--- src/hdl/ktes_pkg.sv ---
// Package for the k-truss edge support checker.
// Holds sizes, field codes, the beat structs and the controller/datapath links.
// No dependencies.
package ktes_pkg;

    localparam int MAX_NODES = 1024;
    localparam int MAX_EDGES = 8192;

    localparam int NODE_W   = 10;
    localparam int OFS_W    = 14;
    localparam int CNT_W    = 14;
    localparam int TRUSS_W  = 11;
    localparam int ROW_AW   = $clog2(MAX_NODES + 1);
    localparam int EDGE_AW  = $clog2(MAX_EDGES);
    localparam int ENTRY_W  = NODE_W + 1;

    localparam logic [1:0] KIND_ROW   = 2'd0;
    localparam logic [1:0] KIND_EDGE  = 2'd1;
    localparam logic [1:0] KIND_CHECK = 2'd2;

    localparam logic [1:0] VERD_OK             = 2'd0;
    localparam logic [1:0] VERD_SHOULD_INVALID = 2'd1;
    localparam logic [1:0] VERD_SHOULD_VALID   = 2'd2;

    typedef struct packed {
        logic [1:0]        kind;
        logic [13:0]       slot;
        logic [13:0]       value;
        logic              mark;
        logic [NODE_W-1:0] src_node;
        logic [NODE_W-1:0] dst_node;
    } req_t;

    typedef struct packed {
        logic [1:0]         verdict;
        logic               support_enough;
        logic               edge_removed;
        logic               edge_missing;
        logic [TRUSS_W-1:0] common_found;
    } rsp_t;

    typedef struct packed {
        logic load_item;
        logic clr_wr;
        logic row_sel_dst;
        logic ld_src_bnd;
        logic ld_dst_bnd;
        logic mrg_step;
        logic lkp_init;
        logic lkp_step;
        logic out_load;
    } ktes_cmd_t;

    typedef struct packed {
        logic clr_last;
        logic mrg_done;
        logic lkp_done;
        logic out_free;
    } ktes_stat_t;

endpackage

--- src/hdl/ktes_ctrl.sv ---
// Controller for the k-truss edge support checker: sequences clear, loads,
// row bound fetch, row merge, edge lookup and result hand-off.
// Depends on ktes_pkg.
module ktes_ctrl (
    input  logic                   clk,
    input  logic                   rst_n,
    input  logic                   req_valid,
    input  logic [1:0]             req_kind,
    input  ktes_pkg::ktes_stat_t   stat,
    output ktes_pkg::ktes_cmd_t    cmd,
    output logic                   req_stall
);
    import ktes_pkg::*;

    typedef enum logic [3:0] {
        ST_CLEAR,
        ST_IDLE,
        ST_CHK_SRC,
        ST_CHK_DST,
        ST_CHK_DLD,
        ST_MRG_FETCH,
        ST_MRG_CMP,
        ST_LKP_INIT,
        ST_LKP_FETCH,
        ST_LKP_CMP,
        ST_RESULT
    } state_t;

    state_t state_reg, state_next;

    always_comb
    begin
        cmd        = '0;
        state_next = state_reg;
        case (state_reg)
            ST_CLEAR:
            begin
                cmd.clr_wr = 1'b1;
                if (stat.clr_last)
                    state_next = ST_IDLE;
            end
            ST_IDLE:
            begin
                if (req_valid)
                begin
                    cmd.load_item = 1'b1;
                    if (req_kind == KIND_CHECK)
                        state_next = ST_CHK_SRC;
                end
            end
            ST_CHK_SRC:
                state_next = ST_CHK_DST;
            ST_CHK_DST:
            begin
                cmd.row_sel_dst = 1'b1;
                cmd.ld_src_bnd  = 1'b1;
                state_next      = ST_CHK_DLD;
            end
            ST_CHK_DLD:
            begin
                cmd.ld_dst_bnd = 1'b1;
                state_next     = ST_MRG_FETCH;
            end
            ST_MRG_FETCH:
                state_next = ST_MRG_CMP;
            ST_MRG_CMP:
            begin
                cmd.mrg_step = 1'b1;
                state_next   = stat.mrg_done ? ST_LKP_INIT : ST_MRG_FETCH;
            end
            ST_LKP_INIT:
            begin
                cmd.lkp_init = 1'b1;
                state_next   = ST_LKP_FETCH;
            end
            ST_LKP_FETCH:
                state_next = ST_LKP_CMP;
            ST_LKP_CMP:
            begin
                cmd.lkp_step = 1'b1;
                state_next   = stat.lkp_done ? ST_RESULT : ST_LKP_FETCH;
            end
            ST_RESULT:
            begin
                // hold until the output register can take the beat
                if (stat.out_free)
                begin
                    cmd.out_load = 1'b1;
                    state_next   = ST_IDLE;
                end
            end
            default:
                state_next = ST_IDLE;
        endcase
    end

    always_ff @(posedge clk or negedge rst_n)
    begin
        if (!rst_n)
            state_reg <= ST_CLEAR;
        else
            state_reg <= state_next;
    end

    assign req_stall = (state_reg != ST_IDLE);

endmodule

--- config.mk ---
export PLATFORM = sky130hd
export DESIGN_NAME = ktes_ctrl
export DESIGN_NICKNAME = d
export VERILOG_FILES = /design/src/hdl/ktes_pkg.sv /design/src/hdl/ktes_ctrl.sv
export SDC_FILE = /design/constraint.sdc
export NUM_CORES = 1
export LEC_CHECK = 0
export ABC_AREA = 1
export ABC_CLOCK_PERIOD_IN_PS = 1100
export BUFFER_PORTS_ARGS = -buffer_cell sky130_fd_sc_hd__clkbuf_2
export CAP_MARGIN = 15
export CORE_AREA = 5 5 42 44
export CTS_CLUSTER_SIZE = 16
export DETAILED_ROUTE_END_ITERATION = 8
export DIE_AREA = 0 0 47 49
export PLACE_DENSITY = 0.61
export SLEW_MARGIN = 10
export SYNTH_ARGS = -nofsm -noshare
export SYNTH_HDL_FRONTEND = slang
export SYNTH_SLANG_ARGS = --single-unit
--- constraint.sdc ---
create_clock -name clk -period 1.1 [get_ports clk]
set_input_delay 0.11 -clock clk [delete_from_list [all_inputs] [get_ports clk]]
set_output_delay 0.11 -clock clk [all_outputs]
set_load 0.03 [all_outputs]
==> impl_metrics.env, run 1 <==
export IMPL_crit_path_time_final_ps=1360
export IMPL_h_tree_depth=1
export IMPL_worst_ep_required_time_ps=990
export IMPL_die_y_um=49
export IMPL_worst_path_max_fanout=4
export IMPL_antenna_left=0
export IMPL_chipWidth_um=47
export IMPL_critPathCaptureType="primary output"
export IMPL_synth_async_sr_flop_share_pct=100
export IMPL_final_critical_path_setup_slack_ps=-258
export IMPL_utilization_pct=54.2
export IMPL_cts_sink_count=4
export IMPL_grt_first_pass_wirelength_um=1780
export IMPL_p_leak_nw=0.381
export IMPL_drv_max_cap_violation_count=0
export IMPL_area_share_of_the_largest_cell_type_after_synthesis_pct=30.1
export IMPL_synth_common_cells="sky130_fd_sc_hd__nor2_1 (14), sky130_fd_sc_hd__nand2_1 (11), sky130_fd_sc_hd__inv_1 (7)"
export IMPL_hp_class="in -> async"
export IMPL_synth_yosys_warnings=0
export IMPL_syn_mean_instance_area_um2=6.05
export IMPL_synth_seq_cells=4
export IMPL_post_synth_main_area_contributors="sky130_fd_sc_hd__dfrtp_1 (30%), sky130_fd_sc_hd__nor2_1 (16%), sky130_fd_sc_hd__nand2_1 (12%), sky130_fd_sc_hd__inv_1 (7.9%), sky130_fd_sc_hd__nor2_2 (7.5%)"
export IMPL_post_synth_top_count_cell="sky130_fd_sc_hd__nor2_1"
export IMPL_detail_route_iter0_violations=6
export IMPL_setup_violations_final=13
export IMPL_path_class="reg -> out"
export IMPL_final_worst_clock_skew_ps=4.63
export IMPL_grt_total_usage_pct=10.9
export IMPL_ir_drop_v=0.00154
export IMPL_die_area_mm2=0.00230
export IMPL_timing_hold_ws_ps=203
export IMPL_clkLatencyLatePin_ps=240
export IMPL_insertedDiodeCount=0
export IMPL_report_final_hold_viol_count=0
export IMPL_synth_edf_count=0
export IMPL_dpl_hpwl_um=818
export IMPL_first_pass_iters=4
export IMPL_rsz0062_at_grt="yes"
export IMPL_critical_path_startpoint_type="flip-flop"
export IMPL_num_rows=14
export IMPL_design_final_nets=100
export IMPL_slew_limit_headroom_pct=85.7
export IMPL_synthFlopType="sky130_fd_sc_hd__dfrtp_1"
export IMPL_cts_tree="built"
export IMPL_route_detailed_wl_per_inst_um=11.5
export IMPL_portBuffers=18
export IMPL_post_synth_inst_count=55
export IMPL_power_density_cell_area_mw_per_mm2=3140
export IMPL_first_global_vias=434
export IMPL_detailroute_via_count=469
export IMPL_cts_buffers=3
export IMPL_synthDominantAreaCellType="sky130_fd_sc_hd__dfrtp_1"
export IMPL_route_detailed_vias_per_inst=4.47
export IMPL_seq_area_frac_synth_pct=30.1
export IMPL_mappedNetlistNets=64
export IMPL_worst_setup_hold_path_clk_slew_ps=40
export IMPL_routabilityCongestion=0.766
export IMPL_routed_wl_um=1210
export IMPL_cts_root_buffer="sky130_fd_sc_hd__clkbuf_4"
export IMPL_core_region_area_mm2=0.00140
export IMPL_detail_route_drc_violations=0
export IMPL_status="finished with violations"
export IMPL_synthesis_area_um2=333
export IMPL_min_period_over_period_pct=123
export IMPL_grt_max_degree=6
export IMPL_layout_drive_gt1_share_pct=74.2
export IMPL_fmax_mhz=736
export IMPL_worst_pin_slew_ps=213
export IMPL_largest_register_ff_count=4
export IMPL_final_max_slew_violation_count=0
export IMPL_synthToLayoutAreaGrowth_pct=128
export IMPL_cp_data_arrival_time_ps=1250
export IMPL_yosysUniqueCellTypes=15
export IMPL_clk_path_buf_depth=2
export IMPL_num_io_pins=19
export IMPL_antenna_found_initial=0
export IMPL_floorplan_initialDensity_pct=23.7
export IMPL_violations="negative setup slack"
export IMPL_global_route_overflow_total=0
layout make-up:
cell class / instances / area, um^2
Fill cell: 121 / 642
Timing Repair Buffer: 32 / 294
Multi-Input combinational cell: 40 / 279
Sequential cell: 4 / 104
Inverter: 10 / 40.0
Clock buffer: 3 / 22.5
Tap cell: 16 / 20.0
layout by cell type (no fill, tap or decap), drive strengths merged:
master / instances
a21oi: 1
nand3: 5
dlygate4sd3: 1
inv: 10
nor2: 18
buf: 17
o21bai: 1
o22ai: 1
nor4: 1
nand3b: 1
clkbuf: 17
nand2: 12
dfrtp: 4
worst paths after layout:
check	start	to	slack [ps]	cells after the start
max reg2reg	state_reg[2]	state_reg[1]	-100	8
min reg2reg	state_reg[3]	state_reg[2]	690	3
max	state_reg[2]	cmd[1]	-260	5
min in group clk	req_kind[0]	state_reg[0]	230	3
max in group asynchronous	rst_n	state_reg[1]	760	2
min	rst_n	state_reg[3]	200	2
worst max-delay path, stage by stage (launching register included):
cell,delay [ps]
sky130_fd_sc_hd__dfrtp_2,440
sky130_fd_sc_hd__buf_6,130
sky130_fd_sc_hd__nor2_4,90
sky130_fd_sc_hd__nand2_2,90
sky130_fd_sc_hd__nor2_4,130
sky130_fd_sc_hd__buf_8,130
what timing repair did:
action / CTS / global route
setup endpoints to repair: 11 / 12
buffers inserted: 2 / 4
pin swaps: 0 / 8
endpoints found under the hold margin: 4 / 0
hold buffers: 1 / 0
resized for setup: 30 / 19
metrics by stage:
step / worst slack [ps] / power, mW / cell area [um^2] / instances / TNS, ps
after floorplan: -142 / 1.19 / 365 / 55 / -341
final: -258 / 2.38 / 759 / 105 / -2160
after global placement: -30.9 / 1.54 / 517 / 95 / -119
after global routing: -330 / 2.55 / 759 / 105 / -2950
after CTS: -254 / 2.10 / 673 / 101 / -2080
after detailed placement: -50.6 / 1.55 / 517 / 95 / -181
where the power goes:
part / total [mW] / leakage (nW) / switching, mW / internal [mW]
clock network: 0.183 / 0.0138 / 0.0609 / 0.122
logic: 1.83 / 0.321 / 0.999 / 0.831
registers: 0.369 / 0.0462 / 0.136 / 0.234
cells by family (layout without fill, tap and decap cells):
logic type             after synthesis  in the layout  share of synthesized area [%]
buffers and inverters               11             45                           13.5
and+or+nand+nor                     37             37                           50.8
DFF                                  4              4                           30.1
AOI/OAI and AO/OA                    3              3                           5.64
per-layer routing:
metal / track usage [%] / wire (um) / up-vias
li1: - / - / 237
met1: 12.9 / 477 / 218
met2: 16.3 / 663 / 10
met3: 2.21 / 32 / 4
met4: 8.29 / 31 / 0
met5: 0 / 0 / -
Power figures use the tool's default switching activity.
==> run 2: changes to the inputs <==
Settings changed: ABC_AREA 1 to not set.
==> impl_metrics.env, run 2 <==
export IMPL_cp_data_arrival_time_ps=1310
export IMPL_insertedDiodeCount=0
export IMPL_ir_drop_v=0.00145
export IMPL_design_final_nets=90
export IMPL_die_y_um=49
export IMPL_first_pass_iters=2
export IMPL_timing_critical_path_slowest_cell_delay_ps=410
export IMPL_clkLatencyLatePin_ps=230
export IMPL_die_area_mm2=0.00230
export IMPL_worst_pin_slew_ps=259
export IMPL_min_period_over_period_pct=129
export IMPL_antenna_found_initial=0
export IMPL_num_rows=14
export IMPL_antenna_left=0
export IMPL_synth_seq_cells=4
export IMPL_grt_first_pass_wirelength_um=2100
export IMPL_power_net_switching_mw=1.23
export IMPL_global_route_overflow_total=0
export IMPL_synthToLayoutAreaGrowth_pct=159
export IMPL_route_detailed_wl_per_inst_um=14.6
export IMPL_layout_common_cells="sky130_fd_sc_hd__buf_4 (13), sky130_fd_sc_hd__clkbuf_2 (8), sky130_fd_sc_hd__buf_6 (7), sky130_fd_sc_hd__clkbuf_8 (6)"
export IMPL_final_max_slew_violation_count=0
export IMPL_synthDominantAreaCellType="sky130_fd_sc_hd__dfrtp_1"
export IMPL_report_final_hold_viol_count=0
export IMPL_totalNegativeSetupSlack_ps=-2970
export IMPL_route_detailed_vias_per_inst=4.61
export IMPL_cts_buffers=3
export IMPL_setup_violations_final=12
export IMPL_p_leak_nw=0.396
export IMPL_critPathCaptureType="primary output"
export IMPL_largest_register_ff_count=4
export IMPL_worst_ep_required_time_ps=990
export IMPL_power_sequential_fraction_pct=13.6
export IMPL_cts_tree="built"
export IMPL_drv_max_cap_violation_count=0
export IMPL_cts_sink_count=4
export IMPL_first_global_vias=495
export IMPL_routabilityCongestion=0.794
export IMPL_synthFlopType="sky130_fd_sc_hd__dfrtp_1"
export IMPL_hp_class="in -> async"
export IMPL_chipWidth_um=47
export IMPL_synth_common_cells="sky130_fd_sc_hd__dfrtp_1 (4), sky130_fd_sc_hd__nand2_1 (4), sky130_fd_sc_hd__inv_1 (3), sky130_fd_sc_hd__nor3_1 (3), sky130_fd_sc_hd__o21ai_1 (3)"
export IMPL_sw_frac_of_total_pct=43.4
export IMPL_yosysUniqueCellTypes=24
export IMPL_detail_route_drc_violations=0
export IMPL_synthesis_area_um2=322
export IMPL_fmax_mhz=704
export IMPL_seq_area_frac_synth_pct=31.1
export IMPL_worst_setup_hold_path_clk_slew_ps=40
export IMPL_layout_drive_gt1_share_pct=78.8
export IMPL_grt_total_usage_pct=13.1
export IMPL_clkPwrFrac_pct=7.0
export IMPL_synth_async_sr_flop_share_pct=100
export IMPL_status="finished with violations"
export IMPL_finalPower_mw=2.82
export IMPL_cp_cell_sequence="nand2b_4, buf_12, nor3b_4, clkbuf_8"
export IMPL_crit_path_top_delay_cell="sky130_fd_sc_hd__dfrtp_2"
export IMPL_post_synth_inst_count=40
export IMPL_violations="negative setup slack"
export IMPL_rsz0062_at_grt="yes"
export IMPL_portBuffers=18
export IMPL_cts_root_buffer="sky130_fd_sc_hd__clkbuf_4"
export IMPL_final_cell_count_no_fill=96
export IMPL_worst_path_max_fanout=4
export IMPL_routed_wl_um=1400
export IMPL_crit_path_time_final_ps=1420
export IMPL_slew_limit_headroom_pct=82.6
export IMPL_post_synth_main_area_contributors="sky130_fd_sc_hd__dfrtp_1 (31%), sky130_fd_sc_hd__nor3_1 (4.7%), sky130_fd_sc_hd__o21ai_1 (4.7%), sky130_fd_sc_hd__buf_4 (4.7%), sky130_fd_sc_hd__nand2_1 (4.7%)"
export IMPL_pre_cts_slack_ps=-138
export IMPL_core_region_area_mm2=0.00140
export IMPL_critical_path_startpoint_type="flip-flop"
export IMPL_power_density_cell_area_mw_per_mm2=3390
export IMPL_floorplan_initialDensity_pct=22.9
export IMPL_area_share_of_the_largest_cell_type_after_synthesis_pct=31.1
export IMPL_power_internal_mw=1.60
export IMPL_clk_path_buf_depth=2
export IMPL_grt_max_degree=7
export IMPL_path_class="reg -> out"
export IMPL_timing_hold_ws_ps=210
export IMPL_synth_edf_count=0
export IMPL_dpl_hpwl_um=750
export IMPL_h_tree_depth=1
export IMPL_combinationalPowerShare_pct=79.4
export IMPL_syn_mean_instance_area_um2=8.04
export IMPL_layout_cells_most_common="sky130_fd_sc_hd__buf_4"
export IMPL_final_worst_clock_skew_ps=3.92
export IMPL_final_critical_path_setup_slack_ps=-321
export IMPL_synth_yosys_warnings=0
export IMPL_num_io_pins=19
export IMPL_placed_cells_incl_taps=80
export IMPL_detailroute_via_count=443
export IMPL_mappedNetlistNets=49
export IMPL_detail_route_iter0_violations=3
==> run 2: cell types whose count changed after synthesis, moves of 4 or more <==
cell and delta:
sky130_fd_sc_hd__nand3_1 -4, sky130_fd_sc_hd__nand2_1 -7, sky130_fd_sc_hd__nor2_1 -12, sky130_fd_sc_hd__nor2_2 -4
sky130_fd_sc_hd__inv_1 -4
==> run 2: path summary, 6_finish.rpt <==
kind,cells past startpoint,start,to,slack [ps]
max in group asynchronous,2,rst_n,state_reg[2],750
min in group clk,4,req_kind[0],state_reg[0],250
setup / recovery,4,state_reg[1],cmd[1],-320
setup reg to reg,7,state_reg[3],state_reg[0],-200
hold reg to reg,2,state_reg[3],state_reg[2],670
hold / removal,2,rst_n,state_reg[1],210
==> run 2: worst max-delay path, delay by kind of cell (launching register included) <==
| family | cells | cell delay (ps) |
|---|---|---|
| buffers and inverters | 2 | 310 |
| flip-flops | 1 | 410 |
| AND/OR/NAND/NOR | 2 | 350 |
==> run 2: cell families (layout without fill, tap and decap cells) <==
family / after synthesis / count (layout) / share of synthesized area [%]
xor gates and xnor gates: 1 / 1 / 2.72
buffers and inverters: 6 / 46 / 11.7
and+or+nand+nor: 19 / 19 / 35.0
AOI/OAI and AO/OA: 10 / 10 / 19.5
DFF: 4 / 4 / 31.1
==> run 2: layout make-up <==
type                       count  area (um^2)
tap                           16         20.0
fill                         115          568
sequential                     4          105
multi-input combinational     30          297
clock buffer                   4         26.3
inverter                       3         11.3
timing repair buffer          39          374
==> run 2: metal layers <==
metal  vias up  GRT usage, %  routed length (um)
li1        219             -                   -
met1       206          12.3                 473
met2        14          23.3                 818
met3         4          1.85                  63
met4         0          10.1                  48
met5         -             0                   0
==> run 2: timing repair <==
action | 4_1_cts | 5_1_grt
pin swaps | 8 | 5
hold endpoints to repair | 4 | 0
gates resized for setup | 36 | 11
buffers inserted | 8 | 3
setup endpoints to repair | 14 | 14
hold buffers | 1 | 0
==> run 2: power by group through the flow <==
stage	logic [mW]	clock network, mW	registers (mW)
finish	2.24	0.198	0.383
global route	2.37	0.213	0.394
CTS	1.98	0.212	0.382
detailed placement	1.30	0	0.381
global placement	1.30	0	0.378
floorplan	0.959	0	0.324
==> run 2: through the flow <==
stage	util, %	instance area (um^2)
final	59.5	833
after global routing	59.5	833
after CTS	55.6	779
after detailed placement	37.9	532
after global placement	37.9	532
after floorplan	-	380
